**config.mk**
```make
export PLATFORM = sky130hd
export DESIGN_NAME = fiid_queue
export DESIGN_NICKNAME = d
export VERILOG_FILES = /design/src/rtl/core/fiid_pkg.sv /design/src/rtl/core/fiid_queue.sv
export SDC_FILE = /design/constraint.sdc
export NUM_CORES = 1
export LEC_CHECK = 0
export BUFFER_PORTS_ARGS = -buffer_cell sky130_fd_sc_hd__buf_2
export CAP_MARGIN = 10
export CORE_MARGIN = 2
export CORE_UTILIZATION = 50
export CTS_CLUSTER_DIAMETER = 50
export DETAILED_ROUTE_END_ITERATION = 8
export PLACE_DENSITY = 0.74
export SYNTH_ARGS = -nofsm -noshare
export SYNTH_HDL_FRONTEND = slang
export SYNTH_SLANG_ARGS = --single-unit
```
**constraint.sdc**
```tcl
create_clock -name clk -period 2.5 [get_ports clk]
set_clock_uncertainty 0.15 [all_clocks]
set_input_delay 0.125 -clock clk [delete_from_list [all_inputs] [get_ports clk]]
set_output_delay 0.125 -clock clk [all_outputs]
set_load 0.01 [all_outputs]
```
**src/rtl/core/fiid_pkg.sv**
```systemverilog
`default_nettype none
package fiid_pkg;

    // Sizing
    localparam int WINDOW_DEPTH   = 24;
    localparam int CONTEXT_SLOTS  = 16;
    localparam int WARMUP_WINDOWS = 2;

    localparam int ADDR_W     = 32;
    localparam int INTERVAL_W = 32;
    localparam int MISSED_W   = 8;
    localparam int STATUS_W   = 3;
    localparam int MEAN_W     = 32;
    localparam int CTX_SLOT_W = 4;
    localparam int THRESH_W   = 32;

    localparam logic [THRESH_W-1:0] THRESHOLD_RESET = 32'd100;

    localparam int SLOT_W     = (CONTEXT_SLOTS > 1) ? $clog2(CONTEXT_SLOTS) : 1;
    localparam int CUR_W      = $clog2(WINDOW_DEPTH);
    localparam int WARM_W     = $clog2(WARMUP_WINDOWS + 1);
    localparam int SUM_W      = INTERVAL_W + $clog2(WINDOW_DEPTH);
    localparam int RING_DEPTH = CONTEXT_SLOTS * WINDOW_DEPTH;
    localparam int RING_AW    = $clog2(RING_DEPTH);

    // Divide-by-window unit: quotient bits retired per cycle
    localparam int DIV_STEPS  = 8;
    localparam int DIV_CYCLES = (SUM_W + DIV_STEPS - 1) / DIV_STEPS;
    localparam int DIV_W      = DIV_CYCLES * DIV_STEPS;
    localparam int REM_W      = $clog2(WINDOW_DEPTH) + 1;
    localparam int DCNT_W     = $clog2(DIV_CYCLES + 1);

    // Command queue between front and back
    localparam int QUEUE_DEPTH = 4;
    localparam int QPTR_W      = $clog2(QUEUE_DEPTH);
    localparam int QCNT_W      = QPTR_W + 1;

    // Result status codes
    localparam logic [STATUS_W-1:0] ST_NOT_SLAVE = 3'd0;
    localparam logic [STATUS_W-1:0] ST_FULL      = 3'd1;
    localparam logic [STATUS_W-1:0] ST_SKIPPED   = 3'd2;
    localparam logic [STATUS_W-1:0] ST_LEARNING  = 3'd3;
    localparam logic [STATUS_W-1:0] ST_NORMAL    = 3'd4;
    localparam logic [STATUS_W-1:0] ST_INJECTION = 3'd5;

    typedef struct packed {
        logic [ADDR_W-1:0]     access_address;
        logic                  is_slave;
        logic                  interval_valid;
        logic [INTERVAL_W-1:0] frame_interval;
        logic [MISSED_W-1:0]   missed_packets;
    } in_item_t;

    // ring_op set: back does the window work; else status is final
    typedef struct packed {
        logic                  ring_op;
        logic                  new_ctx;
        logic [STATUS_W-1:0]   status;
        logic [SLOT_W-1:0]     slot;
        logic [INTERVAL_W-1:0] interval;
    } cmd_t;

    typedef struct packed {
        logic [STATUS_W-1:0]   status;
        logic [MEAN_W-1:0]     window_mean;
        logic [CTX_SLOT_W-1:0] context_slot;
    } result_t;

endpackage
`default_nettype wire

```
**src/rtl/core/fiid_queue.sv**
```systemverilog
`default_nettype none
module fiid_queue (
    input  wire logic           clk,
    input  wire logic           rstn,
    input  wire logic           push,
    input  wire fiid_pkg::cmd_t push_cmd,
    output logic                full,
    input  wire logic           pop,
    output fiid_pkg::cmd_t      pop_cmd,
    output logic                not_empty
);
    import fiid_pkg::*;

    cmd_t              entry_reg [QUEUE_DEPTH];
    logic [QPTR_W-1:0] wr_ptr_reg, wr_ptr_next;
    logic [QPTR_W-1:0] rd_ptr_reg, rd_ptr_next;
    logic [QCNT_W-1:0] count_reg, count_next;
    logic              do_push, do_pop;

    assign full      = (count_reg == QCNT_W'(QUEUE_DEPTH));
    assign not_empty = (count_reg != '0);
    assign pop_cmd   = entry_reg[rd_ptr_reg];
    assign do_push   = push && !full;
    assign do_pop    = pop && not_empty;

    always_comb begin
        wr_ptr_next = do_push ? wr_ptr_reg + 1'b1 : wr_ptr_reg;
        rd_ptr_next = do_pop ? rd_ptr_reg + 1'b1 : rd_ptr_reg;
        count_next  = count_reg;
        if (do_push && !do_pop) begin
            count_next = count_reg + 1'b1;
        end else if (do_pop && !do_push) begin
            count_next = count_reg - 1'b1;
        end
    end

    always_ff @(posedge clk) begin
        if (do_push) begin
            entry_reg[wr_ptr_reg] <= push_cmd;
        end
        if (!rstn) begin
            wr_ptr_reg <= '0;
            rd_ptr_reg <= '0;
            count_reg  <= '0;
        end else begin
            wr_ptr_reg <= wr_ptr_next;
            rd_ptr_reg <= rd_ptr_next;
            count_reg  <= count_next;
        end
    end
endmodule
`default_nettype wire

```
==> parameters.txt <==
Parameter                              Value

Status
  Result of the run    completed

Timing
  Tmin final    2.319 ns
  Endpoints failing hold    0
  Count of final setup violators    0
  Worst Max-Slew Pin Slew    between 0.4 and 0.5 ns
  Fraction of the cycle the final worst path needs    roughly 90%
  Setup repair after global routing missed its margin    false
  Headroom to the max-slew limit    between 60% and 70%
  Pins over their slew limit    0
  Total Negative Setup Slacks    0 ns
  Final worst setup slack    0.1806 ns
  Maximum frequency from static timing analysis    approximately 430 MHz

Logic synthesis
  Area fraction of the dominant cell type after synthesis    about three quarters
  XOR/XNOR share of the synthesized area    less than 1%
  Cell types with the largest area share after synthesis    edfxtp_1, mux4_2, dfxtp_1, buf_12, ha_1
  Synthesized instance count    263
  Area fraction in and, or, nand and nor cells after synthesis    under 10%
  Complex-gate fraction of the synthesized area    less than 1%
  Synthesized area per cell    ~25 sq um
  Synthesized cell area    6451 sq um
  Most used DFF post-synth    edfxtp_1
  Syn. warnings    0
  FFs w/ async S/R, synth    0%
  Count of different cell masters after synthesis    24
  EDFF count, synth    around 160
  Adder-Cell Fraction of Synth Area    1.280%
  Top cell type by total area after synthesis    edfxtp_1
  Sequential fraction of the synthesis area    79.13%
  Share of synthesized area spent on multiplexers    between 10% and 20%
  Combinational family with the most area after synthesis    multiplexers
  Number of flip-flops and latches in the synthesized netlist    173
  Synthesized Nets    roughly 310

Power
  Switching power    around 0.002 W
  Internal Power    between 0.006 and 0.007 W
  Net switching share of the total power    between 20% and 30%
  Clk network pwr share    32.9%
  Pleak    between 2 and 3 nW
  Max IR drop VDD    between 0.0005 and 0.0006 V
  Part of the total power dissipated in sequential elements    44.1%
  Part of the total power dissipated in combinational logic    23.0%
  Cell area power density    1009 nW/um^2

Routing
  Antenna-violating nets left    0
  Count of routing violations after the opening detailed-route iteration    about 220
  Vias per cell    slightly above 5
  Post-route DRC violation count    0
  Wire length on met3    between 500 and 600 um
  Average wire per standard cell    roughly 19 um
  Total wire length    ~11000 um
  Met1 wire length    roughly 4900 um
  Top layer used by detailed routing    met4
  Drt first pass iters    5
  Met2 Routed Length    between 5000 and 6000 um
  Vias after detailed routing    around 3000

Clocking
  CTS Buffer Depth    2
  CTS Buf Count    17
  CTS tree    built
  CTS clock-pin slew for the worst setup and hold paths    around 0.06 ns
  CTS H-tree depth    4
  Clock Sinks    approximately 170
  Clock latency reported for the late side of the worst-skew pair    approximately 0.42 ns
  Cell chosen for the clock root    clkbuf_16

Worst setup path
  CP max stage delay    0.37 ns
  Endpoint arrival time on the critical path    around 2.5 ns
  Cells along the critical path    o31ai_2, ha_1, inv_1, fa_1, xor2_1, or3_1, a21boi_0
  Required time of the critical path    2.69 ns
  Kind of start point of the critical path    register
  Slowest cell on crit path    dfxtp_1
  Register-to-register setup slack    0.18 ns
  CP endpoint kind    register
  Register-to-Register Path Depth    7
  Crit path max fanout    6
  Reg-to-reg startpoint    count_reg[1]$_SDFFE_PN0P_
  Reg2reg end    count_reg[2]$_SDFFE_PN0P_
  Type of the setup path with the least slack    reg -> reg

Floorplan
  Floorplan die area    between 10000 and 15000 sq um
  Core region area    around 13000 sq um
  Initial core utilization    around half
  Die width    approximately 120 um
  Number of top-level pins    88
  Total number of placement rows    between 40 and 50
  Height of the die    ~120 um

Global route
  Largest net degree at the start of global routing    34
  Leftover overflow at the end of global routing    0
  Overall routing resource usage    between 15 and 20%
  First-pass GRT wire length    roughly 18000 um
  Initial antenna violation count    0
  Vias in the first global route    between 3000 and 4000

Final layout
  Net count reported at finish    approximately 460
  Layout filler cell count    about 850
  Max reg flops    around 160
  Share of post-route cells with drive strength above 1    a little over two fifths
  Most used cells in the layout excluding fill and tap cells    edfxtp_1, buf_2, dlygate4sd3_1
  Most frequent standard cell in the layout excluding fill and tap cells    edfxtp_1
  Post-Route Utilization    between 60% and 70%
  Relative area change from synthesis to final layout    27.27%
  Antenna fix cells    0

Min path
  Count of cells along the worst hold path    4
  Startpoint of the tightest hold check path    pop
  Hold Path Class    in -> reg

Placed design
  Post-Place Worst Slack    around 0.16 ns
  Gpl congestion    between 0.7 and 0.8
  HPWL reported at the end of detailed placement    approximately 6700 um
  Number of port buffers    87

Flow run
  # Max-Cap Violations    0
-- cell families after synthesis --
logic type,Yosys count
multiplexers,44
AND/OR/NAND/NOR,17
flip-flops,173
AO/OA/AOI/OAI,4
adder cells (fa/ha/maj),6
buffers and inverters,15
XOR/XNOR,4
-- critical path: cells and delay by family (launching register included) --
family | cells | cell delay, ns
AO/OA/AOI/OAI | 2 | 0.54
XOR/XNOR | 1 | 0.16
adder cells (fa/ha/maj) | 2 | 0.64
buffers and inverters | 1 | 0.06
flip-flops | 1 | 0.37
AND/OR/NAND/NOR | 1 | 0.31
-- worst max path at each step --
stage | from | end | cells after the start
floorplan | count_reg[0]$_SDFFE_PN0P_ | entry_reg[0][0]$_DFFE_PP_ | 4
global placement | count_reg[1]$_SDFFE_PN0P_ | count_reg[2]$_SDFFE_PN0P_ | 7
detailed placement | count_reg[0]$_SDFFE_PN0P_ | count_reg[2]$_SDFFE_PN0P_ | 8
CTS | count_reg[0]$_SDFFE_PN0P_ | count_reg[2]$_SDFFE_PN0P_ | 8
global route | count_reg[1]$_SDFFE_PN0P_ | count_reg[2]$_SDFFE_PN0P_ | 8
finish | count_reg[1]$_SDFFE_PN0P_ | count_reg[2]$_SDFFE_PN0P_ | 7
-- metal layers --
layer | vias to the layer above | GRT usage [%]
li1 | 1392 | -
met2 | 90 | 27.81
met5 | - | 0
met1 | 1592 | 21.90
met4 | 0 | 7.003
met3 | 17 | 5.039
-- through the flow --
step | instance area, sq um | hold slack (ns) | power (W) | cells
floorplan | 6451 | 0.07387 | 0.004992 | 263
global placement | 7163 | 0.1873 | 0.005556 | 522
detailed placement | 7163 | 0.1926 | 0.005605 | 522
CTS | 8209 | 0.02985 | 0.008389 | 596
global route | 8210 | 0.04441 | 0.008638 | 596
finish | 8210 | 0.05082 | 0.008287 | 596
-- layout make-up --
type	instances	area [sq um]	share of cell area [%]
clock buffers	21	460.4	5.608
clock inverters	11	165.2	2.012
inverters	3	11.26	0.1372
multi-input cells	75	1216	14.81
flip-flops and latches	173	5109	62.22
well taps	172	215.2	2.621
repair buffers	141	1033	12.59
-- synth_stat cells (2+ instances only) --
master    count
edfxtp_1    164
mux4_2       40
dfxtp_1       9
and2_1        8
buf_2         5
ha_1          5
buf_12        4
nand2_1       4
inv_1         3
mux2i_1       3
xnor2_1       3
nor2b_1       2
or3_1         2
-- power groups by stage --
| stage | logic (W) | registers, W | clock network [W] |
|---|---|---|---|
| after floorplan | 0.00133 | 0.00366 | 0 |
| after global placement | 0.00186 | 0.00370 | 0 |
| after detailed placement | 0.00189 | 0.00372 | 0 |
| after CTS | 0.00194 | 0.00366 | 0.00279 |
| after global routing | 0.00206 | 0.00369 | 0.00289 |
| final | 0.00190 | 0.00366 | 0.00273 |
-- what timing repair did --
| item | in CTS | in global routing |
|---|---|---|
| gates resized for setup | 0 | 1 |
| hold buffers | 42 | 0 |
| endpoints found under the setup margin | 0 | 1 |
| setup buffers | 0 | 0 |
| endpoints found under the hold margin | 173 | 0 |
(Power assumes the default switching activity.)
