`config.mk`:
```
export PLATFORM = sky130hd
export DESIGN_NAME = fiid_front
export DESIGN_NICKNAME = d
export VERILOG_FILES = /design/src/rtl/core/fiid_pkg.sv /design/src/rtl/core/fiid_front.sv
export SDC_FILE = /design/constraint.sdc
export NUM_CORES = 1
export LEC_CHECK = 0
export BUFFER_PORTS_ARGS = -buffer_cell sky130_fd_sc_hd__buf_2
export CORE_ASPECT_RATIO = 1.25
export CORE_MARGIN = 1
export CORE_UTILIZATION = 40
export DETAILED_ROUTE_END_ITERATION = 8
export HOLD_SLACK_MARGIN = 0.02
export PLACE_DENSITY = 0.58
export SYNTH_ARGS = -nofsm -noshare
export SYNTH_HDL_FRONTEND = slang
export SYNTH_SLANG_ARGS = --single-unit
```
`constraint.sdc`:
```
create_clock -name clk -period 15.75 [get_ports clk]
set_clock_uncertainty 0.15 [all_clocks]
set_input_delay 4.725 -clock clk [delete_from_list [all_inputs] [get_ports clk]]
set_output_delay 4.725 -clock clk [all_outputs]
set_load 0.02 [all_outputs]
```
`src/rtl/core/fiid_pkg.sv`:
```
`default_nettype none
package fiid_pkg;

    // Sizing
    localparam int WINDOW_DEPTH   = 24;
    localparam int CONTEXT_SLOTS  = 16;
    localparam int WARMUP_WINDOWS = 2;

    localparam int ADDR_W     = 32;
    localparam int INTERVAL_W = 32;
    localparam int MISSED_W   = 8;
    localparam int STATUS_W   = 3;
    localparam int MEAN_W     = 32;
    localparam int CTX_SLOT_W = 4;
    localparam int THRESH_W   = 32;

    localparam logic [THRESH_W-1:0] THRESHOLD_RESET = 32'd100;

    localparam int SLOT_W     = (CONTEXT_SLOTS > 1) ? $clog2(CONTEXT_SLOTS) : 1;
    localparam int CUR_W      = $clog2(WINDOW_DEPTH);
    localparam int WARM_W     = $clog2(WARMUP_WINDOWS + 1);
    localparam int SUM_W      = INTERVAL_W + $clog2(WINDOW_DEPTH);
    localparam int RING_DEPTH = CONTEXT_SLOTS * WINDOW_DEPTH;
    localparam int RING_AW    = $clog2(RING_DEPTH);

    // Divide-by-window unit: quotient bits retired per cycle
    localparam int DIV_STEPS  = 8;
    localparam int DIV_CYCLES = (SUM_W + DIV_STEPS - 1) / DIV_STEPS;
    localparam int DIV_W      = DIV_CYCLES * DIV_STEPS;
    localparam int REM_W      = $clog2(WINDOW_DEPTH) + 1;
    localparam int DCNT_W     = $clog2(DIV_CYCLES + 1);

    // Command queue between front and back
    localparam int QUEUE_DEPTH = 4;
    localparam int QPTR_W      = $clog2(QUEUE_DEPTH);
    localparam int QCNT_W      = QPTR_W + 1;

    // Result status codes
    localparam logic [STATUS_W-1:0] ST_NOT_SLAVE = 3'd0;
    localparam logic [STATUS_W-1:0] ST_FULL      = 3'd1;
    localparam logic [STATUS_W-1:0] ST_SKIPPED   = 3'd2;
    localparam logic [STATUS_W-1:0] ST_LEARNING  = 3'd3;
    localparam logic [STATUS_W-1:0] ST_NORMAL    = 3'd4;
    localparam logic [STATUS_W-1:0] ST_INJECTION = 3'd5;

    typedef struct packed {
        logic [ADDR_W-1:0]     access_address;
        logic                  is_slave;
        logic                  interval_valid;
        logic [INTERVAL_W-1:0] frame_interval;
        logic [MISSED_W-1:0]   missed_packets;
    } in_item_t;

    // ring_op set: back does the window work; else status is final
    typedef struct packed {
        logic                  ring_op;
        logic                  new_ctx;
        logic [STATUS_W-1:0]   status;
        logic [SLOT_W-1:0]     slot;
        logic [INTERVAL_W-1:0] interval;
    } cmd_t;

    typedef struct packed {
        logic [STATUS_W-1:0]   status;
        logic [MEAN_W-1:0]     window_mean;
        logic [CTX_SLOT_W-1:0] context_slot;
    } result_t;

endpackage
`default_nettype wire

```
`src/rtl/core/fiid_front.sv`:
```
`default_nettype none
module fiid_front (
    input  wire logic             clk,
    input  wire logic             rstn,
    input  wire logic             in_valid,
    output logic                  in_ready,
    input  wire fiid_pkg::in_item_t in_item,
    output logic                  q_push,
    output fiid_pkg::cmd_t        q_cmd,
    input  wire logic             q_full
);
    import fiid_pkg::*;

    logic [ADDR_W-1:0] key_reg       [CONTEXT_SLOTS];
    logic [ADDR_W-1:0] key_next      [CONTEXT_SLOTS];
    logic [CONTEXT_SLOTS-1:0] key_valid_reg;
    logic [CONTEXT_SLOTS-1:0] key_valid_next;

    logic              hit;
    logic [SLOT_W-1:0] hit_idx;
    logic              free;
    logic [SLOT_W-1:0] free_idx;
    logic              accept;

    assign in_ready = !q_full;
    assign accept   = in_valid && !q_full;
    assign q_push   = accept;

    // lowest matching slot and lowest free slot
    always_comb begin
        hit      = 1'b0;
        hit_idx  = '0;
        free     = 1'b0;
        free_idx = '0;
        for (int i = CONTEXT_SLOTS - 1; i >= 0; i--) begin
            if (key_valid_reg[i] && key_reg[i] == in_item.access_address) begin
                hit     = 1'b1;
                hit_idx = SLOT_W'(i);
            end
            if (!key_valid_reg[i]) begin
                free     = 1'b1;
                free_idx = SLOT_W'(i);
            end
        end
    end

    always_comb begin
        key_next       = key_reg;
        key_valid_next = key_valid_reg;
        q_cmd.ring_op  = 1'b0;
        q_cmd.new_ctx  = 1'b0;
        q_cmd.status   = ST_NOT_SLAVE;
        q_cmd.slot     = '0;
        q_cmd.interval = in_item.frame_interval;
        if (in_item.is_slave) begin
            if (hit || free) begin
                q_cmd.slot = hit ? hit_idx : free_idx;
                if (!hit) begin
                    q_cmd.new_ctx = 1'b1;
                    if (accept) begin
                        key_next[free_idx]       = in_item.access_address;
                        key_valid_next[free_idx] = 1'b1;
                    end
                end
                if (!in_item.interval_valid || in_item.missed_packets != '0) begin
                    q_cmd.status = ST_SKIPPED;
                end else begin
                    q_cmd.ring_op = 1'b1;
                    q_cmd.status  = ST_LEARNING;
                end
            end else begin
                q_cmd.status = ST_FULL;
            end
        end
    end

    always_ff @(posedge clk) begin
        key_reg <= key_next;
        if (!rstn) begin
            key_valid_reg <= '0;
        end else begin
            key_valid_reg <= key_valid_next;
        end
    end
endmodule
`default_nettype wire

```
==> Implementation_results.wiki, run 1 <==
{| class="wikitable"
! Metric !! Value
|-
| Worst IR Drop VDD || 0.0867 mV
|-
| Primary flip-flop cell chosen by synthesis mapping || edfxtp_1
|-
| Synthesized cell area || 0.0243 mm2
|-
| Yosys warnings || 0
|-
| Worst Tran Pin Value || 0.946 ns
|-
| Proportion of layout cells with a drive suffix above 1 || 12.8%
|-
| TritonCTS clock tree || yes
|-
| Worst slew slack as a fraction of its limit || 36.2%
|-
| CTS Root Buffer Type || clkbuf_16
|-
| Setup Crit Path Kind || input port to output port
|-
| Crit-path most repeated cell || buf_2
|-
| Hold Path Origin || key_valid_reg[9]$_SDFFE_PN0P_
|-
| Average cell area after synthesis || ~15 um2
|-
| Worst hold path stage count || 2
|-
| Clk slew on worst S/H paths || 0.06 ns
|-
| Final critical path time including I/O delays and setup || approximately 13 ns
|-
| Insertion delay to the later sink of the worst-skew pair || 0.62 ns
|-
| Synth Net Count || 1726
|-
| Topmost layer with routed signal wires || met5
|-
| Post-route setup TNS || 0 ns
|-
| Reported leakage power || ~8.6 nW
|-
| Buffer levels on the longest clock path || 3
|-
| Tightest hold margin || ~0.38 ns
|-
| Count of flip-flops with a built-in enable after synthesis || 512
|-
| Pwr Density || 113 mW/mm2
|-
| Sinks on the clock net || 528
|-
| Number of port buffers || 55
|-
| Total via count in the routed design || 14100
|-
| Total die area || 0.0617 mm2
|-
| Number of nets in the layout || 1789
|-
| Worst hold-check path type || register to register
|-
| RR Endpoint || key_reg[68]$_DFFE_PP_
|-
| Inserted Clock Buffers || between 50 and 60
|-
| Reported max-cap violation count || 0
|-
| Crit path cell chain || buf_2, buf_4, xor2_1, nor4_1, nand4b_1, nor3_1, or4_4, nor4b_4, and3_1, o2bb2ai_1, buf_2
|-
| Number of design-rule violations left by the first detailed-router iteration || 1212
|-
| Wire length of the first global-routing pass || about 99000 um
|-
| Internal reg-to-reg setup slack || 11.88 ns
|-
| Total setup buffers inserted after CTS || 0
|-
| Detailed-routing wirelength on met1 || between 20000 and 30000 um
|-
| Final Setup Violations || 0
|-
| Top cells by area, synth || edfxtp_1 (63%), xor2_1 (14%), xnor2_1 (4.5%)
|-
| Overall power consumption || 0.00302 W
|-
| Area share of the leading cell type in the synthesized netlist || ~63%
|-
| Max reg flops || ~510
|-
| Launching point of the worst reg2reg path || key_reg[495]$_DFFE_PP_
|-
| Final-report hold violation count || 0
|-
| Resized Gates After CTS || 0
|-
| Arrival time reported for the critical path endpoint || 8.21 ns
|-
| Library cell occupying the most area in the post-synthesis netlist || edfxtp_1
|-
| Overflow left after global routing || 0
|-
| Initial Utilization || between 40% and 50%
|-
| Synthesis-to-finish area growth || 10.2%
|-
| Top Family by Delay on Critical Path || simple AND/OR/NAND/NOR gates
|-
| Number of levels the H-tree was split into || 2
|-
| Unrepaired setup endpoints after global routing || false
|-
| Critical path fanouts, max || 18
|-
| Detail-routed net length per standard cell || 27.2 um
|-
| Diode count || 0
|-
| Required time worst endpoint || 10.88 ns
|-
| Final core utilization || about 45%
|-
| Total detailed-routing wirelength || 68600 um
|-
| I/O pins || 121
|-
| Routed vias/inst || roughly 5.6
|-
| Global-route usage over all layers || 22.3%
|-
| Number of DRC violations after detailed routing || 0
|-
| Hold buffers post-CTS || 0
|-
| Count of pins over their slew limit || 0
|-
| Sequential-to-total area share from yosys stat || approximately 65%
|-
| Category of the worst setup path capture point || output port
|-
| RD Place Congestion || around 0.89
|-
| Highest cell delay on the worst timing path || 0.57 ns
|-
| Number of antenna violations at the first check in global routing || 4
|-
| Fin crit share || 83.1%
|-
| Post-detailed-placement half-perimeter wirelength || 44400 um
|-
| Pin count of the biggest net entering global routing || 35
|-
| Vias in the first global route || around 14000
|-
| Worst setup path startpoint || in_item[72]
|-
| Slowest cell on the critical path || or4_4
|-
| Chip width || roughly 220 um
|-
| DR WL met2 || around 33000 um
|-
| Nature of the critical path startpoint || input port
|-
| Residual antenna-violating net count after detailed routing || 0
|-
| Yosys reg bits || 528
|-
| Met3 routed wirelength || 3900 um
|-
| Peak Freq || 76.4 MHz
|-
| Cell row count || 100
|-
| Die height || 278 um
|-
| Post-synthesis cell type count || 64
|-
| Worst setup slack after layout || 2.67 ns
|-
| Synthesized instance count || 1648
|-
| Number of buffers and inverters on the critical path || 3
|-
| Depth of the most critical reg-to-reg path || 9
|-
| Status || finished clean
|-
| Worst hold path endpoint || key_valid_reg[9]$_SDFFE_PN0P_
|-
| Number of optimization iterations in the first detailed-route pass || 7
|-
| Post-synthesis async set-or-reset flop share || 0%
|-
| Place WS || ~2.7 ns
|-
| Floorplan core area || approximately 0.06 mm2
|}
stage by stage:
stage	area, um2	std cells
2_1_floorplan	24300	1648
3_3_place_gp	25000	2421
3_5_place_dp	25000	2421
4_1_cts	26800	2521
5_1_grt	26800	2521
6_report	26800	2521
routing by layer:
metal	up-vias	track usage, %
li1	6259	-
met1	7148	30.0
met2	515	36.8
met3	157	3.04
met4	4	7.89
met5	-	0
cell families after synthesis:
group,after synthesis,synth area share [%]
DFF,528,64.6
and+or+nand+nor,448,11.1
AOI/OAI and AO/OA,48,1.57
other,1,0.0154
buffers and inverters,116,4.30
xor gates and xnor gates,507,18.4
worst reg2reg max path, stage by stage, from the launching register on:
cell and delay, ns:
edfxtp_1 0.38, xor2_1 0.15, nor4_1 0.69, nand4_1 0.37, o31ai_1 0.57, nand2b_1 0.29
or3_1 0.17, or2_4 0.34, nor4_2 0.11, buf_4 0.31
cell usage in the layout (no fill, tap or decap), types with 3 or more instances in the layout:
cell type,instances
or3_1,11
a31oi_1,3
xor2_2,5
clkinv_2,10
xnor2_1,124
bufinv_16,6
nand4_1,57
clkbuf_16,55
nor2b_1,4
xor2_1,378
nand3b_1,4
nand2b_1,11
a21oi_1,5
o31ai_1,10
buf_4,57
nand4b_1,11
nand3_1,32
clkinv_1,14
inv_1,12
nor4_2,7
nor3_1,26
a2111oi_0,3
nor4_1,150
and4_1,3
nor3_2,7
clkinv_4,3
nor2_1,24
clkbuf_1,9
nand2_1,59
a32o_1,3
buf_2,55
nor4b_1,8
and3_1,4
edfxtp_1,512
or4_4,3
or4_1,10
dfxtp_1,16
Yosys cell counts (2+ instances only):
master       n
edfxtp_1   512
xor2_1     378
nor4_1     156
xnor2_1    124
nand2_1     59
buf_4       57
nand4_1     57
nor3_1      33
nand3_1     32
buf_6       25
nor2_1      25
buf_8       17
dfxtp_1     16
inv_1       12
nand2b_1    11
nand4b_1    11
or3_1       11
o31ai_1     10
or4_1       10
nor4b_1      8
nor2b_1      6
a21oi_1      5
xor2_2       5
and3_1       4
nand3b_1     4
a2111oi_0    3
a31oi_1      3
a32o_1       3
and4_1       3
clkbuf_1     3
or4_4        3
a21o_1       2
a41o_1       2
and4_4       2
nand4_4      2
o2111ai_1    2
o211ai_1     2
o21ai_0      2
o221ai_1     2
or3_4        2
worst max path at each step:
stage / slack (ns) / to / cells past startpoint
floorplan: 3.64 / q_cmd[35] / 8
global placement: 2.53 / q_cmd[35] / 10
detailed placement: 2.68 / q_cmd[35] / 10
CTS: 2.66 / q_cmd[34] / 11
global route: 2.60 / q_cmd[32] / 10
finish: 2.67 / q_cmd[33] / 11
layout make-up:
| class | count | area, um2 |
|---|---|---|
| fill | 5285 | 33000 |
| sequential | 528 | 15700 |
| multi-input combinational | 1004 | 7640 |
| clock buffer | 64 | 1410 |
| tap | 765 | 957 |
| timing repair buffer | 112 | 703 |
| clock inverter | 36 | 334 |
| inverter | 12 | 45.0 |
power breakdown:
group          leakage (nW)  internal [W]  switching, W
sequential             4.73       0.00154    0.00000151
clock                 0.856      0.000736      0.000549
combinational          3.01     0.0000513      0.000138
total                  8.60       0.00233      0.000689
(Power assumes the default switching activity.)
==> run 2: changes to the inputs <==
Settings changed: PLACE_DENSITY 0.58 to 0.6.
Clock period 15.75 ns to 10.9 ns, I/O delays scaled along.
==> Implementation_results.wiki, run 2 (synthesized netlist as in run 1, its figures left out) <==
{| class="wikitable"
! Metric !! Value
|-
| Status || finished clean
|-
| I/O pins || 121
|-
| Hold Path Origin || key_valid_reg[9]$_SDFFE_PN0P_
|-
| Number of nets in the layout || 1814
|-
| Clk slew on worst S/H paths || 0.06 ns
|-
| Number of antenna violations at the first check in global routing || 2
|-
| Worst hold path stage count || 2
|-
| Unrepaired setup endpoints after global routing || false
|-
| Max reg flops || slightly above 500
|-
| RD Place Congestion || ~0.9
|-
| Global-route usage over all layers || 22.4%
|-
| Routed vias/inst || 5.60
|-
| Cell row count || 100
|-
| Hold buffers post-CTS || 0
|-
| Residual antenna-violating net count after detailed routing || 0
|-
| Number of DRC violations after detailed routing || 0
|-
| Launching point of the worst reg2reg path || key_reg[496]$_DFFE_PP_
|-
| Most common library cell in the layout ignoring fill and taps || edfxtp_1
|-
| Required time worst endpoint || around 7.5 ns
|-
| Initial Utilization || 40.6%
|-
| Die height || 278 um
|-
| Worst setup slack after layout || 0.721 ns
|-
| Buffer levels on the longest clock path || 3
|-
| Final critical path time including I/O delays and setup || around 10 ns
|-
| Chip width || 222 um
|-
| Worst hold-check path type || register to register
|-
| Worst hold path endpoint || key_valid_reg[9]$_SDFFE_PN0P_
|-
| Total setup buffers inserted after CTS || 0
|-
| Category of the worst setup path capture point || output port
|-
| Arrival time reported for the critical path endpoint || approximately 6.8 ns
|-
| Final core utilization || 45.1%
|-
| Switching part of the total power || 23.0%
|-
| Fin crit share || 93.4%
|-
| RR Endpoint || key_reg[498]$_DFFE_PP_
|-
| Detail-routed net length per standard cell || 27.1 um
|-
| Number of design-rule violations left by the first detailed-router iteration || 1523
|-
| Diode count || 0
|-
| Number of optimization iterations in the first detailed-route pass || 5
|-
| Pin count of the biggest net entering global routing || 33
|-
| Register share of total power || 52.5%
|-
| Insertion delay to the later sink of the worst-skew pair || 0.60 ns
|-
| Resized Gates After CTS || 0
|-
| TritonCTS clock tree || yes
|-
| Clock share of power || about two fifths
|-
| Number of levels the H-tree was split into || 2
|-
| Final Setup Violations || 0
|-
| Internal Power || 0.00327 W
|-
| Worst IR Drop VDD || 0.0997 mV
|-
| Post-route setup TNS || 0 ns
|-
| Total die area || 0.0617 mm2
|-
| Tightest hold margin || 0.375 ns
|-
| Count of pins over their slew limit || 0
|-
| Worst slew slack as a fraction of its limit || approximately 45%
|-
| Worst Tran Pin Value || 0.800 ns
|-
| Combinational fraction of design power || 6.7%
|-
| Sinks on the clock net || 528
|-
| Reported max-cap violation count || 0
|-
| Place WS || between 0.7 and 0.8 ns
|-
| Overall power consumption || 0.00425 W
|-
| Total detailed-routing wirelength || a little under 70000 um
|-
| Total via count in the routed design || 14300
|-
| Top library cells by usage in the layout, fill and taps aside || edfxtp_1 (512), xor2_1 (378), nor4_1 (150)
|-
| Final-report hold violation count || 0
|-
| Critical path fanouts, max || 11
|-
| Number of port buffers || 55
|-
| Pwr Density || 158 mW/mm2
|-
| Synthesis-to-finish area growth || 10.9%
|-
| Depth of the most critical reg-to-reg path || 9
|-
| Nature of the critical path startpoint || input port
|-
| Reported leakage power || 8.71 nW
|-
| Wire length of the first global-routing pass || about 100000 um
|-
| Net switching power of the design || 0.000978 W
|-
| Vias in the first global route || 14200
|-
| Peak Freq || just under 100 MHz
|-
| CTS Root Buffer Type || clkbuf_16
|-
| Internal reg-to-reg setup slack || slightly below 7 ns
|-
| Setup Crit Path Kind || input port to output port
|-
| Proportion of layout cells with a drive suffix above 1 || approximately 14%
|-
| Floorplan core area || 0.0598 mm2
|-
| Post-detailed-placement half-perimeter wirelength || about 47000 um
|-
| Inserted Clock Buffers || 52
|-
| Overflow left after global routing || 0
|}
==> run 2: per-layer routing <==
metal	GRT usage [%]	share of wire, %	up-vias
met5	0	0.017	-
met4	8.95	4.1	2
met3	2.76	5.2	169
met2	37.7	49	517
met1	29.4	42	7259
li1	-	-	6303
==> run 2: per-stage QoR <==
stage                     cell area [um2]  std cells
after CTS                           27000       2544
after global placement              25300       2447
after global routing                27000       2544
after floorplan                     24300       1648
final                               27000       2544
after detailed placement            25300       2447
==> run 2: worst max path at each step <==
stage,start,to
6_report,in_item[63],q_cmd[32]
2_1_floorplan,in_item[56],q_cmd[35]
4_1_cts,in_item[63],q_cmd[32]
3_3_place_gp,in_item[63],q_cmd[32]
5_1_grt,in_item[63],q_cmd[32]
3_5_place_dp,in_item[63],q_cmd[32]
==> run 2: power groups by stage <==
| stage | clock network [W] | registers [W] | logic (W) |
|---|---|---|---|
| detailed placement | 0 | 0.00227 | 0.000287 |
| floorplan | 0 | 0.00228 | 0.000183 |
| finish | 0.00173 | 0.00223 | 0.000286 |
| global route | 0.00183 | 0.00223 | 0.000304 |
| global placement | 0 | 0.00227 | 0.000285 |
| CTS | 0.00176 | 0.00223 | 0.000288 |
==> run 2: worst max-delay path, cell delays in order <==
cell	delay (ns)
buf_2	0.35
buf_4	0.31
xor2_1	0.09
nor4_1	0.58
nand4_1	0.47
o31ai_1	0.65
nor2_1	0.17
and4_1	0.24
or3_1	0.41
buf_2	0.18
==> run 2: cell type report <==
cell class | count | area (um2)
fill | 5233 | 32900
timing repair buffer | 138 | 1010
tap | 765 | 957
clock buffer | 69 | 1410
clock inverter | 28 | 198
inverter | 12 | 45.0
multi-input combinational | 1004 | 7640
sequential | 528 | 15700
